===== config.mk =====
export PLATFORM = sky130hd
export DESIGN_NAME = lcd_differential_row_update
export DESIGN_NICKNAME = d
export VERILOG_FILES = /design/src/rtl/lcdrow_pkg.sv /design/src/rtl/lcdrow_front.sv /design/src/rtl/lcdrow_jobq.sv /design/src/rtl/lcdrow_back.sv /design/src/rtl/lcdrow_obuf.sv /design/src/rtl/lcd_differential_row_update.sv
export SDC_FILE = /design/constraint.sdc
export NUM_CORES = 1
export LEC_CHECK = 0
export BUFFER_PORTS_ARGS = -buffer_cell sky130_fd_sc_hd__buf_2
export CORE_MARGIN = 4
export CORE_UTILIZATION = 51
export CTS_CLUSTER_SIZE = 8
export DETAILED_ROUTE_END_ITERATION = 8
export PLACE_DENSITY_LB_ADDON = 0.05
export SETUP_SLACK_MARGIN = 0.1
export SYNTH_ARGS = -nofsm -noshare
export SYNTH_HDL_FRONTEND = slang
export SYNTH_SLANG_ARGS = --single-unit

===== constraint.sdc =====
create_clock -name clk -period 7.25 [get_ports clk]
set_input_delay 0.3625 -clock clk [delete_from_list [all_inputs] [get_ports clk]]
set_output_delay 0.3625 -clock clk [all_outputs]
set_load 0.01 [all_outputs]

===== src/rtl/lcdrow_pkg.sv =====
// shared types and constants for the differential row updater
// no dependencies
`timescale 1ns / 1ps

package lcdrow_pkg;

  localparam int DEF_COLUMNS = 20;
  localparam int DEF_ROWS    = 4;
  localparam int BANKS       = 2;
  localparam int JOBQ_DEPTH  = BANKS;
  localparam int OBUF_DEPTH  = 4;

  localparam logic [7:0] PREFIX_RESET = 8'hFE;
  localparam logic [7:0] CMD_GOTO     = 8'h47;
  localparam logic [7:0] CMD_HOME     = 8'h48;

  typedef struct packed {
    logic [7:0] old_char;
    logic [7:0] new_char;
  } in_item_t;

  typedef struct packed {
    logic [7:0] out_byte;
    logic       last_of_run;
  } out_item_t;

endpackage


===== src/rtl/lcdrow_front.sv =====
// front end: takes cells, writes the row buffer, tracks change mask and estimate
// pushes one job per row end of row 0 or of a row with a change; depends on lcdrow_pkg
`timescale 1ns / 1ps

module lcdrow_front #(
  parameter int COLUMNS = lcdrow_pkg::DEF_COLUMNS,
  parameter int ROWS    = lcdrow_pkg::DEF_ROWS,
  parameter int CW      = $clog2(COLUMNS),
  parameter int RW      = (ROWS > 1) ? $clog2(ROWS) : 1,
  parameter int JOB_W   = COLUMNS + RW + 2
) (
  input  logic                 clk,
  input  logic                 rst_n,
  input  logic                 in_valid,
  output logic                 in_ready,
  input  lcdrow_pkg::in_item_t in_data,
  input  logic                 job_done,
  output logic                 job_push,
  output logic [JOB_W-1:0]     job_data,
  output logic                 mem_we,
  output logic [CW:0]          mem_addr,
  output logic [7:0]           mem_wdata
);
  import lcdrow_pkg::*;

  localparam int EST_W = $clog2(3 * COLUMNS + 1);

  logic [CW-1:0]      col_r, col_nxt;
  logic [RW-1:0]      row_r, row_nxt;
  logic [COLUMNS-1:0] mask_r, mask_nxt, mask_upd;
  logic [EST_W-1:0]   est_r, est_nxt, est_upd, est_inc;
  logic               prev_r, prev_nxt;
  logic               bank_r, bank_nxt;
  logic [1:0]         jobs_r, jobs_nxt;
  logic               accept, changed, last_col, full;

  assign in_ready = (int'(jobs_r) < BANKS);
  assign accept   = in_valid && in_ready;
  assign changed  = (in_data.old_char != in_data.new_char);
  assign last_col = (col_r == CW'(COLUMNS - 1));

  always_comb begin
    mask_upd = mask_r;
    est_inc  = '0;
    if (changed) begin
      mask_upd = mask_r | (COLUMNS'(1) << col_r);
      est_inc  = ((col_r != '0) && !prev_r) ? EST_W'(5) : EST_W'(1);
    end
    est_upd = est_r + est_inc;
  end

  assign full     = (est_upd > EST_W'(COLUMNS));
  assign job_push = accept && last_col && ((row_r == '0) || (mask_upd != '0));
  assign job_data = {mask_upd, full, row_r, bank_r};

  assign mem_we    = accept;
  assign mem_addr  = {bank_r, col_r};
  assign mem_wdata = in_data.new_char;

  always_comb begin
    col_nxt  = col_r;
    row_nxt  = row_r;
    mask_nxt = mask_r;
    est_nxt  = est_r;
    prev_nxt = prev_r;
    bank_nxt = bank_r;
    if (accept) begin
      if (last_col) begin
        col_nxt  = '0;
        row_nxt  = (row_r == RW'(ROWS - 1)) ? '0 : row_r + RW'(1);
        mask_nxt = '0;
        est_nxt  = '0;
        prev_nxt = 1'b0;
        if (job_push) begin
          bank_nxt = !bank_r;
        end
      end else begin
        col_nxt  = col_r + CW'(1);
        mask_nxt = mask_upd;
        est_nxt  = est_upd;
        prev_nxt = changed;
      end
    end
    jobs_nxt = jobs_r + {1'b0, job_push} - {1'b0, job_done};
  end

  always_ff @(posedge clk) begin
    if (!rst_n) begin
      col_r  <= '0;
      row_r  <= '0;
      mask_r <= '0;
      est_r  <= '0;
      prev_r <= 1'b0;
      bank_r <= 1'b0;
      jobs_r <= '0;
    end else begin
      col_r  <= col_nxt;
      row_r  <= row_nxt;
      mask_r <= mask_nxt;
      est_r  <= est_nxt;
      prev_r <= prev_nxt;
      bank_r <= bank_nxt;
      jobs_r <= jobs_nxt;
    end
  end

endmodule


===== src/rtl/lcdrow_jobq.sv =====
// row job queue between front and back end
// depends on lcdrow_pkg
`timescale 1ns / 1ps

module lcdrow_jobq #(
  parameter int W     = 8,
  parameter int DEPTH = lcdrow_pkg::JOBQ_DEPTH
) (
  input  logic         clk,
  input  logic         rst_n,
  input  logic         push,
  input  logic [W-1:0] push_data,
  input  logic         pop,
  output logic [W-1:0] pop_data,
  output logic         not_empty
);
  import lcdrow_pkg::*;

  localparam int PW = (DEPTH > 1) ? $clog2(DEPTH) : 1;

  logic [W-1:0]  slot_r [DEPTH];
  logic [PW-1:0] wr_ptr_r, wr_ptr_nxt, rd_ptr_r, rd_ptr_nxt;
  logic [PW:0]   cnt_r, cnt_nxt;

  assign not_empty = (cnt_r != '0);
  assign pop_data  = slot_r[rd_ptr_r];

  always_comb begin
    wr_ptr_nxt = wr_ptr_r;
    rd_ptr_nxt = rd_ptr_r;
    if (push) begin
      wr_ptr_nxt = (wr_ptr_r == PW'(DEPTH - 1)) ? '0 : wr_ptr_r + PW'(1);
    end
    if (pop) begin
      rd_ptr_nxt = (rd_ptr_r == PW'(DEPTH - 1)) ? '0 : rd_ptr_r + PW'(1);
    end
    cnt_nxt = cnt_r + {{PW{1'b0}}, push} - {{PW{1'b0}}, pop};
  end

  always_ff @(posedge clk) begin
    if (push) begin
      slot_r[wr_ptr_r] <= push_data;
    end
  end

  always_ff @(posedge clk) begin
    if (!rst_n) begin
      wr_ptr_r <= '0;
      rd_ptr_r <= '0;
      cnt_r    <= '0;
    end else begin
      wr_ptr_r <= wr_ptr_nxt;
      rd_ptr_r <= rd_ptr_nxt;
      cnt_r    <= cnt_nxt;
    end
  end

endmodule


===== src/rtl/lcdrow_back.sv =====
// back end: row buffer memory, command sequencer and byte read stage
// depends on lcdrow_pkg
`timescale 1ns / 1ps

module lcdrow_back #(
  parameter int COLUMNS = lcdrow_pkg::DEF_COLUMNS,
  parameter int ROWS    = lcdrow_pkg::DEF_ROWS,
  parameter int CW      = $clog2(COLUMNS),
  parameter int RW      = (ROWS > 1) ? $clog2(ROWS) : 1,
  parameter int JOB_W   = COLUMNS + RW + 2,
  parameter int OCW     = $clog2(lcdrow_pkg::OBUF_DEPTH) + 1
) (
  input  logic                  clk,
  input  logic                  rst_n,
  input  logic                  cfg_we,
  input  logic [7:0]            cfg_wdata,
  input  logic                  job_valid,
  input  logic [JOB_W-1:0]      job_data,
  output logic                  job_pop,
  output logic                  job_done,
  input  logic                  mem_we,
  input  logic [CW:0]           mem_addr,
  input  logic [7:0]            mem_wdata,
  input  logic [OCW-1:0]        ob_count,
  output logic                  push_valid,
  output lcdrow_pkg::out_item_t push_data
);
  import lcdrow_pkg::*;

  typedef enum logic [8:0] {
    ST_IDLE   = 9'b000000001,
    ST_HOME_P = 9'b000000010,
    ST_HOME_H = 9'b000000100,
    ST_GOTO_P = 9'b000001000,
    ST_GOTO_G = 9'b000010000,
    ST_GOTO_C = 9'b000100000,
    ST_GOTO_R = 9'b001000000,
    ST_SCAN   = 9'b010000000,
    ST_FULL   = 9'b100000000
  } bst_t;

  bst_t               st_r, st_nxt;
  logic [CW-1:0]      col_r, col_nxt;
  logic [COLUMNS-1:0] mask_r, mask_nxt;
  logic               full_r, full_nxt;
  logic [RW-1:0]      row_r, row_nxt;
  logic               bank_r, bank_nxt;
  logic               open_r, open_nxt;
  logic [7:0]         prefix_r;

  logic [7:0] row_mem_r [2**(CW+1)];
  logic [7:0] mem_q_r;

  logic       p_valid_r, p_char_r, p_last_r;
  logic [7:0] p_byte_r;

  logic       room, emit, e_char, e_last, rest_empty;
  logic [7:0] e_byte;

  assign room       = (int'(ob_count) + int'(p_valid_r)) < OBUF_DEPTH;
  assign rest_empty = (mask_r[COLUMNS-1:1] == '0);

  always_comb begin
    st_nxt   = st_r;
    col_nxt  = col_r;
    mask_nxt = mask_r;
    full_nxt = full_r;
    row_nxt  = row_r;
    bank_nxt = bank_r;
    open_nxt = open_r;
    job_pop  = 1'b0;
    job_done = 1'b0;
    emit     = 1'b0;
    e_char   = 1'b0;
    e_last   = 1'b0;
    e_byte   = '0;
    case (st_r)
      ST_IDLE: begin
        if (job_valid) begin
          job_pop  = 1'b1;
          bank_nxt = job_data[0];
          row_nxt  = job_data[RW:1];
          full_nxt = job_data[RW+1];
          mask_nxt = job_data[JOB_W-1 -: COLUMNS];
          col_nxt  = '0;
          open_nxt = 1'b0;
          if (job_data[RW:1] == '0) begin
            st_nxt = ST_HOME_P;
          end else if (job_data[RW+1]) begin
            st_nxt = ST_GOTO_P;
          end else begin
            st_nxt = ST_SCAN;
          end
        end
      end
      ST_HOME_P: begin
        if (room) begin
          emit   = 1'b1;
          e_byte = prefix_r;
          st_nxt = ST_HOME_H;
        end
      end
      ST_HOME_H: begin
        if (room) begin
          emit   = 1'b1;
          e_byte = CMD_HOME;
          if (full_r) begin
            st_nxt = ST_GOTO_P;
          end else if (mask_r == '0) begin
            e_last   = 1'b1;
            job_done = 1'b1;
            st_nxt   = ST_IDLE;
          end else begin
            st_nxt = ST_SCAN;
          end
        end
      end
      ST_GOTO_P: begin
        if (room) begin
          emit   = 1'b1;
          e_byte = prefix_r;
          st_nxt = ST_GOTO_G;
        end
      end
      ST_GOTO_G: begin
        if (room) begin
          emit   = 1'b1;
          e_byte = CMD_GOTO;
          st_nxt = ST_GOTO_C;
        end
      end
      ST_GOTO_C: begin
        if (room) begin
          emit   = 1'b1;
          e_byte = 8'(col_r) + 8'd1;
          st_nxt = ST_GOTO_R;
        end
      end
      ST_GOTO_R: begin
        if (room) begin
          emit     = 1'b1;
          e_byte   = 8'(row_r) + 8'd1;
          open_nxt = 1'b1;
          st_nxt   = full_r ? ST_FULL : ST_SCAN;
        end
      end
      ST_SCAN: begin
        if (mask_r[0]) begin
          if (!open_r) begin
            st_nxt = ST_GOTO_P;
          end else if (room) begin
            emit     = 1'b1;
            e_char   = 1'b1;
            e_last   = rest_empty;
            mask_nxt = mask_r >> 1;
            col_nxt  = col_r + CW'(1);
            if (rest_empty) begin
              job_done = 1'b1;
              st_nxt   = ST_IDLE;
            end
          end
        end else begin
          open_nxt = 1'b0;
          mask_nxt = mask_r >> 1;
          col_nxt  = col_r + CW'(1);
        end
      end
      ST_FULL: begin
        if (room) begin
          emit    = 1'b1;
          e_char  = 1'b1;
          e_last  = (col_r == CW'(COLUMNS - 1));
          col_nxt = col_r + CW'(1);
          if (col_r == CW'(COLUMNS - 1)) begin
            job_done = 1'b1;
            st_nxt   = ST_IDLE;
          end
        end
      end
      default: begin
        st_nxt = ST_IDLE;
      end
    endcase
  end

  // row buffer, two banks
  always_ff @(posedge clk) begin
    if (mem_we) begin
      row_mem_r[mem_addr] <= mem_wdata;
    end
    mem_q_r <= row_mem_r[{bank_r, col_r}];
  end

  always_ff @(posedge clk) begin
    p_char_r <= e_char;
    p_last_r <= e_last;
    p_byte_r <= e_byte;
  end

  assign push_valid            = p_valid_r;
  assign push_data.out_byte    = p_char_r ? mem_q_r : p_byte_r;
  assign push_data.last_of_run = p_last_r;

  always_ff @(posedge clk) begin
    if (!rst_n) begin
      st_r      <= ST_IDLE;
      col_r     <= '0;
      mask_r    <= '0;
      full_r    <= 1'b0;
      row_r     <= '0;
      bank_r    <= 1'b0;
      open_r    <= 1'b0;
      prefix_r  <= PREFIX_RESET;
      p_valid_r <= 1'b0;
    end else begin
      st_r      <= st_nxt;
      col_r     <= col_nxt;
      mask_r    <= mask_nxt;
      full_r    <= full_nxt;
      row_r     <= row_nxt;
      bank_r    <= bank_nxt;
      open_r    <= open_nxt;
      p_valid_r <= emit;
      if (cfg_we) begin
        prefix_r <= cfg_wdata;
      end
    end
  end

endmodule


===== src/rtl/lcdrow_obuf.sv =====
// output queue holding command bytes until the sink takes them
// depends on lcdrow_pkg
`timescale 1ns / 1ps

module lcdrow_obuf #(
  parameter int DEPTH = lcdrow_pkg::OBUF_DEPTH,
  parameter int OCW   = $clog2(DEPTH) + 1
) (
  input  logic                  clk,
  input  logic                  rst_n,
  input  logic                  push,
  input  lcdrow_pkg::out_item_t push_data,
  output logic                  out_valid,
  input  logic                  out_ready,
  output lcdrow_pkg::out_item_t out_data,
  output logic [OCW-1:0]        count
);
  import lcdrow_pkg::*;

  localparam int PW = (DEPTH > 1) ? $clog2(DEPTH) : 1;

  out_item_t     slot_r [DEPTH];
  logic [PW-1:0] wr_ptr_r, wr_ptr_nxt, rd_ptr_r, rd_ptr_nxt;
  logic [OCW-1:0] cnt_r, cnt_nxt;
  logic          pop;

  assign out_valid = (cnt_r != '0);
  assign out_data  = slot_r[rd_ptr_r];
  assign count     = cnt_r;
  assign pop       = out_valid && out_ready;

  always_comb begin
    wr_ptr_nxt = wr_ptr_r;
    rd_ptr_nxt = rd_ptr_r;
    if (push) begin
      wr_ptr_nxt = (wr_ptr_r == PW'(DEPTH - 1)) ? '0 : wr_ptr_r + PW'(1);
    end
    if (pop) begin
      rd_ptr_nxt = (rd_ptr_r == PW'(DEPTH - 1)) ? '0 : rd_ptr_r + PW'(1);
    end
    cnt_nxt = cnt_r + {{(OCW-1){1'b0}}, push} - {{(OCW-1){1'b0}}, pop};
  end

  always_ff @(posedge clk) begin
    if (push) begin
      slot_r[wr_ptr_r] <= push_data;
    end
  end

  always_ff @(posedge clk) begin
    if (!rst_n) begin
      wr_ptr_r <= '0;
      rd_ptr_r <= '0;
      cnt_r    <= '0;
    end else begin
      wr_ptr_r <= wr_ptr_nxt;
      rd_ptr_r <= rd_ptr_nxt;
      cnt_r    <= cnt_nxt;
    end
  end

endmodule


===== src/rtl/lcd_differential_row_update.sv =====
// one cell per cycle is taken while one of the two row buffer banks is free; a cell
// stalls only when two finished rows still wait on the back end
// row end, back end free: the job passes the job queue and the sequencer, whose bytes are
// registered into the output queue; then one byte per cycle while that queue has room,
// pausing per unchanged column skipped and per change run opened in the run scan
// synchronous active-low reset clears control state, sets the prefix to 0xFE, keeps row buffer
`timescale 1ns / 1ps

module lcd_differential_row_update #(
  parameter int COLUMNS = lcdrow_pkg::DEF_COLUMNS,
  parameter int ROWS    = lcdrow_pkg::DEF_ROWS
) (
  input  logic                  clk,
  input  logic                  rst_n,
  input  logic                  in_valid,
  output logic                  in_ready,
  input  lcdrow_pkg::in_item_t  in_data,
  output logic                  out_valid,
  input  logic                  out_ready,
  output lcdrow_pkg::out_item_t out_data,
  input  logic                  cfg_we,
  input  logic [7:0]            cfg_wdata
);
  import lcdrow_pkg::*;

  localparam int CW    = $clog2(COLUMNS);
  localparam int RW    = (ROWS > 1) ? $clog2(ROWS) : 1;
  localparam int JOB_W = COLUMNS + RW + 2;
  localparam int OCW   = $clog2(OBUF_DEPTH) + 1;

  logic             job_push, job_pop, job_done, job_valid;
  logic [JOB_W-1:0] job_in, job_out;
  logic             mem_we;
  logic [CW:0]      mem_addr;
  logic [7:0]       mem_wdata;
  logic [OCW-1:0]   ob_count;
  logic             push_valid;
  out_item_t        push_data;

  lcdrow_front #(
    .COLUMNS(COLUMNS), .ROWS(ROWS), .CW(CW), .RW(RW), .JOB_W(JOB_W)
  ) u_front (
    .clk      (clk),
    .rst_n    (rst_n),
    .in_valid (in_valid),
    .in_ready (in_ready),
    .in_data  (in_data),
    .job_done (job_done),
    .job_push (job_push),
    .job_data (job_in),
    .mem_we   (mem_we),
    .mem_addr (mem_addr),
    .mem_wdata(mem_wdata)
  );

  lcdrow_jobq #(
    .W(JOB_W), .DEPTH(JOBQ_DEPTH)
  ) u_jobq (
    .clk      (clk),
    .rst_n    (rst_n),
    .push     (job_push),
    .push_data(job_in),
    .pop      (job_pop),
    .pop_data (job_out),
    .not_empty(job_valid)
  );

  lcdrow_back #(
    .COLUMNS(COLUMNS), .ROWS(ROWS), .CW(CW), .RW(RW), .JOB_W(JOB_W), .OCW(OCW)
  ) u_back (
    .clk       (clk),
    .rst_n     (rst_n),
    .cfg_we    (cfg_we),
    .cfg_wdata (cfg_wdata),
    .job_valid (job_valid),
    .job_data  (job_out),
    .job_pop   (job_pop),
    .job_done  (job_done),
    .mem_we    (mem_we),
    .mem_addr  (mem_addr),
    .mem_wdata (mem_wdata),
    .ob_count  (ob_count),
    .push_valid(push_valid),
    .push_data (push_data)
  );

  lcdrow_obuf #(
    .DEPTH(OBUF_DEPTH), .OCW(OCW)
  ) u_obuf (
    .clk      (clk),
    .rst_n    (rst_n),
    .push     (push_valid),
    .push_data(push_data),
    .out_valid(out_valid),
    .out_ready(out_ready),
    .out_data (out_data),
    .count    (ob_count)
  );

endmodule


==> flow_metrics.env, run 1 <==
export IMPL_dieArea_um2=59600
export IMPL_finalSetupViolCount=0
export IMPL_crit_arrival_ns=3.85
export IMPL_grt_pass1_vias=15500
export IMPL_place_ws_ns=3.59
export IMPL_maxSlewViolCount=0
export IMPL_rrSetupSlack_ns=3.91
export IMPL_critPathRequiredTime_ns=7.76
export IMPL_clk_insertion_delay_late_ns=0.64
export IMPL_ys_seq_elements=713
export IMPL_hold_viol=0
export IMPL_synth_ff_type="edfxtp_1"
export IMPL_die_x_um=244
export IMPL_ant_nets=0
export IMPL_r2r_cells=5
export IMPL_maxSlewHeadroom_pct=17.5
export IMPL_grt_pass1_wl_mm=99.4
export IMPL_yosysMostFrequentCell="edfxtp_1"
export IMPL_dp_cells=2342
export IMPL_fin_crit_sh_pct=46.1
export IMPL_min_delay_path_depth=4
export IMPL_worstHoldStart="out_ready"
export IMPL_fin_tns_setup_ns=0
export IMPL_vias=15000
export IMPL_wl_per_cell_um=26.1
export IMPL_yosys_warnings=0
export IMPL_routed_wl_mm=65.5
export IMPL_port_buffers=39
export IMPL_h_tree_depth=3
export IMPL_power_leakage_nw=10.4
export IMPL_placed_cell_area_um2=29400
export IMPL_grt_setup_unrepaired="no"
export IMPL_syn_avg_cell_area_um2=17.6
export IMPL_cts_root_buf="clkbuf_16"
export IMPL_viasPerCell=5.97
export IMPL_grt_max_degree=106
export IMPL_setup_slack_ns=3.91
export IMPL_powerDensity_nw_per_um2=305
export IMPL_netlist_top_cells_area="edfxtp_1 (63%), mux4_2 (13%), dfxtp_1 (8.2%), nor2_1 (2.2%), ha_1 (1.1%)"
export IMPL_antenna_found_initial=0
export IMPL_synth_commonest_cells="edfxtp_1 (596), mux4_2 (169), nor2_1 (168)"
export IMPL_fin_cells=2510
export IMPL_ys_seq_area_share_pct=71.2
export IMPL_synthToLayoutAreaGrowth_pct=13.7
export IMPL_syn_area_um2=28400
export IMPL_min_delay_path_class="input pin to register"
export IMPL_use_met2_pct=35.6
export IMPL_first_iter_violations=1213
export IMPL_dp_hpwl_mm=40.1
export IMPL_cts_inserted_buffers=99
export IMPL_clock_sinks=713
export IMPL_crit_top_cell="mux4_2"
export IMPL_gp_congestion=0.813
export IMPL_yosysUniqueCellTypes=68
export IMPL_drv_cap=0
export IMPL_period_minus_slack_ns=3.34
export IMPL_crit_slowest_cell="dfxtp_4"
export IMPL_irDropWorstVdd_uv=236
export IMPL_met3_usage_pct=5.35
export IMPL_grt_overflow=0
export IMPL_path_class="register to register"
export IMPL_initial_utilization_pct=51.6
export IMPL_rows=86
export IMPL_finish_utilization_pct=58.6
export IMPL_cpPeakStageDelay_ns=0.70
export IMPL_io_pins=40
export IMPL_synth_cells=1619
export IMPL_clk_pin_slew_ns=0.05
export IMPL_use_met1_pct=31.1
export IMPL_start_kind="register"
export IMPL_post_route_drc_count=0
export IMPL_netlist_area_leader_share_pct=63.0
export IMPL_grt_use_total_pct=22.4
export IMPL_die_h_um=244
export IMPL_fin_area_um2=32300
export IMPL_busiest_layer="met2"
export IMPL_worstPathMaxFanout=105
export IMPL_outcome="completed"
export IMPL_cp_end_kind="register"
export IMPL_fin_skew_ns=0.0164
export IMPL_crit_path_cell_trace="buf_12 > mux4_2 > mux4_2 > a22oi_1 > nand2_1"
export IMPL_clk_path_buf_depth=3
export IMPL_crit_reg2reg_launch="u_back.col_r[0]$_SDFFE_PN0P_"
export IMPL_startpoint="u_back.col_r[0]$_SDFFE_PN0P_"
export IMPL_tightestPinTransition_ns=1.23
export IMPL_drt_pass1_iter_count=5
export IMPL_synth_edf_count=596
export IMPL_coreArea_um2=55100
export IMPL_syn_nets=1673
export IMPL_layout_drive_gt1_share_pct=23.1
export IMPL_yosysTopAreaCell="edfxtp_1"
export IMPL_cts_tree="done"
export IMPL_fmax_mhz=299
export IMPL_final_net_count=1757
export IMPL_synth_async_reset_ratio_pct=0
[worst max-delay path: cells and delay by family, from the launching register on]
family	cells	cell delay [ns]
buffers and inverters	1	0.66
DFF	1	0.70
AOI/OAI and AO/OA	1	0.42
muxes	2	1.16
and+or+nand+nor	1	0.12
[logic make-up (layout without fill, tap and decap cells)]
| kind of cell | count (synthesis) | count (layout) | synth area share [%] |
|---|---|---|---|
| muxes | 214 | 214 | 15.1 |
| and+or+nand+nor | 369 | 369 | 6.31 |
| DFF | 713 | 713 | 71.2 |
| xor gates and xnor gates | 23 | 23 | 0.709 |
| AOI/OAI and AO/OA | 160 | 160 | 3.87 |
| adders and majority gates | 25 | 25 | 1.13 |
| buffers and inverters | 115 | 257 | 1.71 |
| other | 0 | 1 | 0 |
[placed cells by master (no fill, tap or decap), types with 6 or more instances in the layout]
| cell type | Yosys | layout |
|---|---|---|
| ha_1 | 24 | 24 |
| dfxtp_1 | 117 | 113 |
| nor2b_1 | 10 | 9 |
| and2_1 | 9 | 9 |
| a21o_1 | 9 | 9 |
| nand2_1 | 55 | 55 |
| xor2_1 | 14 | 14 |
| a31o_2 | 11 | 11 |
| mux2_2 | 24 | 24 |
| a221oi_1 | 13 | 13 |
| nor4_1 | 13 | 13 |
| clkbuf_16 | 0 | 100 |
| mux2i_1 | 21 | 21 |
| nor3b_1 | 11 | 11 |
| nor3_1 | 31 | 31 |
| xnor2_1 | 9 | 9 |
| clkbuf_1 | 46 | 52 |
| dlygate4sd3_1 | 0 | 8 |
| and3_1 | 7 | 7 |
| nand4_1 | 9 | 9 |
| buf_2 | 22 | 39 |
| o21ai_0 | 16 | 16 |
| or3_1 | 6 | 6 |
| a211oi_1 | 9 | 9 |
| nand3_1 | 23 | 23 |
| a21oi_1 | 37 | 37 |
| buf_4 | 5 | 28 |
| edfxtp_1 | 596 | 596 |
| inv_1 | 21 | 21 |
| nor2_1 | 168 | 166 |
| a31oi_1 | 12 | 12 |
| a22oi_1 | 22 | 22 |
| mux4_2 | 169 | 169 |
[cell type report]
class / count / area [um2]
Fill cell: 4216 / 22800
Clock buffer: 152 / 2700
Antenna cell: 1 / 2.50
Timing Repair Buffer: 76 / 505
Clock inverter: 7 / 126
Tap cell: 748 / 936
Inverter: 22 / 82.6
Sequential cell: 713 / 20200
Multi-Input combinational cell: 791 / 7710
[through the flow]
step	hold WS, ns	power [mW]
4_1_cts	0.0643	9.93
3_5_place_dp	0.448	5.72
3_3_place_gp	0.445	5.71
6_report	0.0910	9.84
2_1_floorplan	0.424	5.43
5_1_grt	0.101	10.2
[timing repair]
action	CTS	global route
endpoints found under the setup margin	0	0
endpoints found under the hold margin	8	0
resized for setup	0	0
setup buffers	0	0
hold buffers	8	0
[state kept, by name, summed over array words and instances, names as in the netlist, 6 cells and up, named ones only]
name,count
u_back.row_mem_r,512
u_jobq.slot_r,48
u_obuf.slot_r,36
u_back.mask_r,20
u_front.mask_r,20
u_back.st_r,9
u_back.mem_q_r,8
u_back.p_byte_r,8
u_back.prefix_r,8
u_front.est_r,6
[routing by layer]
metal | wire, um | up-vias
met4 | 2080 | 0
met1 | 27400 | 7795
met2 | 31700 | 465
li1 | - | 6617
met3 | 4340 | 118
met5 | 0 | -
[power breakdown]
group / internal (mW) / switching, mW
clock network: 2.53 / 1.67
registers: 4.57 / 0.163
logic: 0.374 / 0.543
[final timing paths]
| kind | to |
|---|---|
| min | u_obuf.rd_ptr_r[1]$_SDFFE_PN0P_ |
| max reg2reg | u_back.mem_q_r[2]$_DFF_P_ |
| max | u_back.mem_q_r[2]$_DFF_P_ |
| min reg2reg | u_front.est_r[0]$_SDFFE_PN0P_ |
Note: power is estimated with default switching activity, not from simulation.
==> run 2: changes to the inputs <==
--- a/config.mk
+++ b/config.mk
@@ -5,6 +5,7 @@
 export SDC_FILE = /design/constraint.sdc
 export NUM_CORES = 1
 export LEC_CHECK = 0
+export ABC_AREA = 1
 export BUFFER_PORTS_ARGS = -buffer_cell sky130_fd_sc_hd__buf_2
 export CORE_MARGIN = 4
 export CORE_UTILIZATION = 51
==> constraint.sdc (replaced) <==
create_clock -name clk -period 3.3 [get_ports clk]
set_input_delay 0.165 -clock clk [delete_from_list [all_inputs] [get_ports clk]]
set_output_delay 0.165 -clock clk [all_outputs]
set_load 0.01 [all_outputs]
==> run 2 against run 1 <==
  * Global-route usage up 1.3 points
  * Cell area up 3.7%
  * Register-to-register slack got worse by 3.5 ns
  * Worst hold slack worse by 0.027 ns
  * Critical path type unchanged
  * Largest power group unchanged
==> flow_metrics.env, run 2 <==
export IMPL_irDropWorstVdd_uv=394
export IMPL_grt_use_total_pct=23.7
export IMPL_antenna_found_initial=0
export IMPL_ys_seq_area_share_pct=69.5
export IMPL_synth_edf_count=596
export IMPL_crit_top_cell="nand2_1"
export IMPL_internal_power_mw=16.6
export IMPL_largest_register="u_back.row_mem_r"
export IMPL_fillers=4543
export IMPL_hold_viol=0
export IMPL_synth_ff_type="edfxtp_1"
export IMPL_cp_end_kind="register"
export IMPL_die_h_um=247
export IMPL_io_pins=40
export IMPL_routed_wl_mm=72.4
export IMPL_cts_tree="done"
export IMPL_outcome="completed"
export IMPL_die_x_um=247
export IMPL_post_route_drc_count=0
export IMPL_fin_cells=3387
export IMPL_h_tree_depth=3
export IMPL_dp_hpwl_mm=43.0
export IMPL_wl_per_cell_um=21.4
export IMPL_fmax_mhz=342
export IMPL_yosysUniqueCellTypes=51
export IMPL_ctsResizeCount=0
export IMPL_switching_share_pct=26.6
export IMPL_cts_setup_buffers=0
export IMPL_grt_pass1_wl_mm=110
export IMPL_yosysMostFrequentCell="edfxtp_1"
export IMPL_cts_root_buf="clkbuf_16"
export IMPL_ys_seq_elements=713
export IMPL_place_ws_ns=0.414
export IMPL_maxSlewViolCount=0
export IMPL_rows=87
export IMPL_synth_commonest_cells="edfxtp_1 (596), nor2_1 (468), nand2_1 (242)"
export IMPL_yosysTopAreaCell="edfxtp_1"
export IMPL_synth_async_reset_ratio_pct=0
export IMPL_dp_cells=3223
export IMPL_ctsHoldBuffers=25
export IMPL_crit_arrival_ns=3.43
export IMPL_min_delay_path_class="input pin to register"
export IMPL_syn_area_um2=29100
export IMPL_synth_cells=2460
export IMPL_setup_slack_ns=0.378
export IMPL_dieArea_um2=61000
export IMPL_fin_tns_setup_ns=0
export IMPL_tightestPinTransition_ns=0.930
export IMPL_clockPowerShare_pct=39.9
export IMPL_synthToLayoutAreaGrowth_pct=15.1
export IMPL_mostFrequentLayoutCells="edfxtp_1 (596), nor2_1 (464), nand2_1 (242)"
export IMPL_critPathRequiredTime_ns=3.81
export IMPL_layout_commonest_cell="edfxtp_1"
export IMPL_port_buffers=39
export IMPL_syn_avg_cell_area_um2=11.8
export IMPL_clock_sinks=713
export IMPL_reg_top3="u_back.row_mem_r (512), u_jobq.slot_r (48), u_obuf.slot_r (36)"
export IMPL_coreArea_um2=56500
export IMPL_grt_setup_unrepaired="no"
export IMPL_initial_utilization_pct=51.5
export IMPL_worstPathMaxFanout=9
export IMPL_drt_pass1_iter_count=5
export IMPL_grt_max_degree=107
export IMPL_path_class="register to register"
export IMPL_p_comb_share_pct=14.3
export IMPL_cpPeakStageDelay_ns=0.51
export IMPL_power_leakage_nw=11.6
export IMPL_p_sw_mw=6.01
export IMPL_crit_path_cell_trace="clkinv_1 > ha_1 > nand2_1 > nor2_1 > nand2_1 > nand2_1 > nor2_1 > nand2_1 > nor2_1 > nand3_2 > nand2_4 > xnor2_1 > ha_1 > xor2_1 > nand3_1 > nand2_1 > nor2_1"
export IMPL_first_iter_violations=1845
export IMPL_layout_drive_gt1_share_pct=11.4
export IMPL_clk_pin_slew_ns=0.05
export IMPL_fin_skew_ns=0.0157
export IMPL_cts_inserted_buffers=99
export IMPL_finalSetupViolCount=0
export IMPL_viasPerCell=5.75
export IMPL_period_minus_slack_ns=2.92
export IMPL_fin_crit_sh_pct=88.5
export IMPL_syn_nets=2514
export IMPL_netlist_area_leader_share_pct=61.5
export IMPL_start_kind="register"
export IMPL_yosys_warnings=0
export IMPL_final_net_count=2647
export IMPL_vias=19500
export IMPL_diodes=0
export IMPL_seqPwrFrac_pct=45.8
export IMPL_gp_congestion=0.812
export IMPL_maxSlewHeadroom_pct=37.6
export IMPL_drv_cap=0
export IMPL_largest_register_ffs=512
export IMPL_ant_nets=0
export IMPL_powerDensity_nw_per_um2=675
export IMPL_crit_slowest_cell="dfxtp_1"
export IMPL_grt_pass1_vias=18900
export IMPL_clk_path_buf_depth=3
export IMPL_grt_overflow=0
export IMPL_netlist_top_cells_area="edfxtp_1 (61%), dfxtp_1 (8.0%), nor2_1 (6.0%), o21ai_0 (3.2%), nand2_1 (3.1%)"
export IMPL_clk_insertion_delay_late_ns=0.62
## run 2: per-stage QoR
step           area [um2]  hold WS, ns  power [mW]  utilization [%]
6_report            33500       0.0636        22.6             59.3
2_1_floorplan       29100        0.264        12.6                -
5_1_grt             33500       0.0691        23.6             59.3
3_5_place_dp        30500        0.382        13.7             54.1
4_1_cts             33500       0.0335        22.8             59.3
3_3_place_gp        30500        0.377        13.7             54.1
## run 2: layer usage
layer / wire, um / track usage, %
met1: 32200 / 33.9
met2: 33400 / 37.0
met4: 1680 / 7.16
met5: 0 / 0
met3: 5130 / 4.50
## run 2: power groups by stage
stage,logic [mW],registers (mW),clock network [mW]
3_3_place_gp,3.16,10.5,0
3_5_place_dp,3.21,10.5,0
6_report,3.24,10.4,9.03
4_1_cts,3.25,10.4,9.21
5_1_grt,3.59,10.4,9.62
2_1_floorplan,2.17,10.4,0
## run 2: final timing paths
| check | startpoint | endpoint | slack (ns) | cells past startpoint |
|---|---|---|---|---|
| worst min register to register | u_jobq.rd_ptr_r$_SDFFE_PN0P_ | u_jobq.rd_ptr_r$_SDFFE_PN0P_ | 0.45 | 1 |
| worst max register to register | u_front.col_r[2]$_SDFFE_PN0P_ | u_front.jobs_r[1]$_SDFF_PN0_ | 0.38 | 17 |
| worst min-delay path | in_valid | u_front.col_r[1]$_SDFFE_PN0P_ | 0.06 | 3 |
| worst max-delay path | u_front.col_r[2]$_SDFFE_PN0P_ | u_front.jobs_r[1]$_SDFF_PN0_ | 0.38 | 17 |
## run 2: critical path: cells and delay by family (launching register included)
family,cells,cell delay [ns]
buffers and inverters,1,0.29
flip-flops,1,0.51
AND/OR/NAND/NOR,12,1.15
XOR/XNOR,2,0.36
adder cells (fa/ha/maj),2,0.48
## run 2: cell type report
cell class | count | area [um2] | share of cell area (%)
timing repair buffer | 176 | 1350 | 4.02
clock buffer | 137 | 2710 | 8.07
tap | 756 | 946 | 2.82
multi-input combinational | 1492 | 7830 | 23.4
sequential | 713 | 20200 | 60.4
inverter | 111 | 422 | 1.26
clock inverter | 2 | 17.5 | 0.0523
## run 2: cell families (layout without fill, tap and decap cells)
family / Yosys count / in the layout / synth area share (%)
AOI/OAI and AO/OA: 518 / 518 / 11.1
buffers and inverters: 255 / 426 / 3.63
xor gates and xnor gates: 14 / 14 / 0.421
and+or+nand+nor: 878 / 878 / 12.2
DFF: 713 / 713 / 69.5
muxes: 57 / 57 / 1.99
adders and majority gates: 25 / 25 / 1.10
==> run 3: changes to the inputs <==
--- a/config.mk
+++ b/config.mk
@@ -7,7 +7,8 @@
 export LEC_CHECK = 0
 export ABC_AREA = 1
 export BUFFER_PORTS_ARGS = -buffer_cell sky130_fd_sc_hd__buf_2
-export CORE_MARGIN = 4
+export CORE_ASPECT_RATIO = 1.25
+export CORE_MARGIN = 1
 export CORE_UTILIZATION = 51
 export CTS_CLUSTER_SIZE = 8
 export DETAILED_ROUTE_END_ITERATION = 8
==> run 3 against run 2 <==
  * Critical path type unchanged
  * Cell area about the same
  * Sequential share of layout area about the same
  * Via count fell by 0.68%
  * Utilization is 0.32 points higher
  * Clock skew grew 0.015 ns
  * Die area down 4.8%
  * Non-clock buffer count fell by 2
==> flow_metrics.env, run 3 (synthesis results as in run 2) <==
export IMPL_outcome="completed"
export IMPL_die_x_um=216
export IMPL_mostFrequentLayoutCells="edfxtp_1 (596), nor2_1 (464), nand2_1 (242)"
export IMPL_worstPathMaxFanout=9
export IMPL_power_leakage_nw=11.6
export IMPL_fin_cells=3374
export IMPL_cts_root_buf="clkbuf_16"
export IMPL_initial_utilization_pct=51.8
export IMPL_drv_cap=0
export IMPL_period_minus_slack_ns=2.85
export IMPL_grt_setup_unrepaired="no"
export IMPL_dieArea_um2=58000
export IMPL_fillers=4532
export IMPL_path_class="register to register"
export IMPL_antenna_found_initial=2
export IMPL_layout_commonest_cell="edfxtp_1"
export IMPL_fin_crit_sh_pct=86.3
export IMPL_grt_pass1_vias=19400
export IMPL_cts_tree="done"
export IMPL_crit_path_cell_trace="clkinv_1 > ha_1 > nand2_1 > nor2_1 > a21oi_1 > nand3_1 > nor2_1 > nand3_2 > nand2_4 > xnor2_1 > ha_1 > xor2_1 > nand3_1 > nand2_1 > nor2_1"
export IMPL_ant_nets=0
export IMPL_grt_overflow=0
export IMPL_switching_share_pct=27.0
export IMPL_vias=19300
export IMPL_layout_drive_gt1_share_pct=11.4
export IMPL_cts_setup_buffers=0
export IMPL_ctsResizeCount=0
export IMPL_viasPerCell=5.73
export IMPL_h_tree_depth=3
export IMPL_grt_pass1_wl_mm=113
export IMPL_rrSetupSlack_ns=0.45
export IMPL_clk_path_buf_depth=3
export IMPL_p_sw_mw=6.09
export IMPL_place_ws_ns=0.414
export IMPL_maxSlewViolCount=0
export IMPL_dp_hpwl_mm=44.7
export IMPL_internal_power_mw=16.5
export IMPL_die_h_um=269
export IMPL_clockPowerShare_pct=40.0
export IMPL_crit_cells=15
export IMPL_grt_use_total_pct=25.5
export IMPL_powerDensity_nw_per_um2=674
export IMPL_fmax_mhz=351
export IMPL_cp_top_family="simple AND/OR/NAND/NOR gates"
export IMPL_seqPwrFrac_pct=46.1
export IMPL_post_route_drc_count=0
export IMPL_routed_wl_mm=73.0
export IMPL_cts_inserted_buffers=99
export IMPL_critPathBufInv=1
export IMPL_final_net_count=2645
export IMPL_io_pins=40
export IMPL_fin_skew_ns=0.0308
export IMPL_cpPeakStageDelay_ns=0.49
export IMPL_ctsHoldBuffers=25
export IMPL_first_iter_violations=1551
export IMPL_hold_viol=0
export IMPL_start_kind="register"
export IMPL_reg_top3="u_back.row_mem_r (512), u_jobq.slot_r (48), u_obuf.slot_r (36)"
export IMPL_largest_register="u_back.row_mem_r"
export IMPL_setup_slack_ns=0.451
export IMPL_crit_slowest_cell="dfxtp_1"
export IMPL_r2r_cells=15
export IMPL_rows=97
export IMPL_startpoint="u_front.col_r[2]$_SDFFE_PN0P_"
export IMPL_crit_top_cell="nor2_1"
export IMPL_clk_insertion_delay_late_ns=0.65
export IMPL_multi_input_area_um2=7830
export IMPL_dp_cells=3207
export IMPL_irDropWorstVdd_uv=591
export IMPL_cp_end_kind="register"
export IMPL_coreArea_um2=56200
export IMPL_diodes=0
export IMPL_p_comb_share_pct=13.9
export IMPL_finalSetupViolCount=0
export IMPL_crit_reg2reg_launch="u_front.col_r[2]$_SDFFE_PN0P_"
export IMPL_synthToLayoutAreaGrowth_pct=15.1
export IMPL_min_delay_path_class="input pin to register"
export IMPL_grt_max_degree=109
export IMPL_critPathRequiredTime_ns=3.82
export IMPL_clock_sinks=713
export IMPL_largest_register_ffs=512
export IMPL_wl_per_cell_um=21.6
export IMPL_drt_pass1_iter_count=5
export IMPL_seq_area_um2=20200
export IMPL_port_buffers=39
export IMPL_gp_congestion=0.856
export IMPL_tightestPinTransition_ns=0.833
export IMPL_crit_end="u_front.jobs_r[1]$_SDFF_PN0_"
export IMPL_maxSlewHeadroom_pct=44.3
export IMPL_r2r_end="u_front.jobs_r[1]$_SDFF_PN0_"
export IMPL_fin_tns_setup_ns=0
export IMPL_clk_pin_slew_ns=0.05
export IMPL_crit_arrival_ns=3.37
[run 3: cell count changes in the layout (fill, tap and decap cells not counted)]
| cell | before | now |
|---|---|---|
| buf_12 | 5 | 7 |
| buf_4 | 107 | 103 |
| clkbuf_1 | 34 | 35 |
| clkbuf_16 | 103 | 99 |
| clkinv_16 | 0 | 1 |
| clkinv_8 | 0 | 2 |
| dfxtp_1 | 115 | 114 |
| dfxtp_2 | 0 | 1 |
| inv_16 | 0 | 1 |
| inv_6 | 2 | 4 |
[run 3: cell type report]
type                       instances  area share, %
multi-input combinational       1492           23.4
clock buffer                     134           7.79
inverter                         111           1.26
sequential                       713           60.4
timing repair buffer             174           4.05
tap                              742           2.77
clock inverter                     8          0.351
[run 3: worst min path at each step]
stage          cells past startpoint          from                          endpoint
6_report                           4        cfg_we   u_back.prefix_r[4]$_SDFFE_PN1P_
4_1_cts                            4        cfg_we   u_back.prefix_r[4]$_SDFFE_PN1P_
2_1_floorplan                      0    in_data[0]  u_back.row_mem_r[0][0]$_DFFE_PP_
3_3_place_gp                       3  cfg_wdata[7]   u_back.prefix_r[7]$_SDFFE_PN1P_
3_5_place_dp                       3  cfg_wdata[4]   u_back.prefix_r[4]$_SDFFE_PN1P_
5_1_grt                            4        cfg_we   u_back.prefix_r[4]$_SDFFE_PN1P_
[run 3: per-stage QoR]
step	cell area (um2)	power, mW	hold slack [ns]	utilization [%]
after CTS	33500	22.7	0.00273	59.6
after global placement	30500	13.6	0.374	54.3
after detailed placement	30500	13.7	0.391	54.3
after global routing	33500	23.5	0.0919	59.6
final	33500	22.6	0.0514	59.6
after floorplan	29100	12.6	0.264	-
[run 3: metal layers]
metal	vias to the layer above	GRT usage, %	routed length [um]
li1	9154	-	-
met1	9541	34.5	31700
met2	529	42.1	35700
met3	121	4.00	3750
met4	0	8.40	1870
met5	-	0	0
[run 3: worst reg2reg max path, delay by kind of cell, from the launching register on]
family | cells | cell delay [ns]
compound gates | 1 | 0.19
xor+xnor | 2 | 0.36
fa+ha+maj | 2 | 0.47
buf+inv | 1 | 0.29
flops | 1 | 0.49
simple gates | 9 | 0.97
[run 3: power by group through the flow]
stage | Sequential (mW) | Clock [mW] | Combinational, mW
global route | 10.4 | 9.58 | 3.46
global placement | 10.6 | 0 | 3.06
detailed placement | 10.6 | 0 | 3.12
CTS | 10.4 | 9.18 | 3.15
floorplan | 10.4 | 0 | 2.17
finish | 10.4 | 9.03 | 3.14
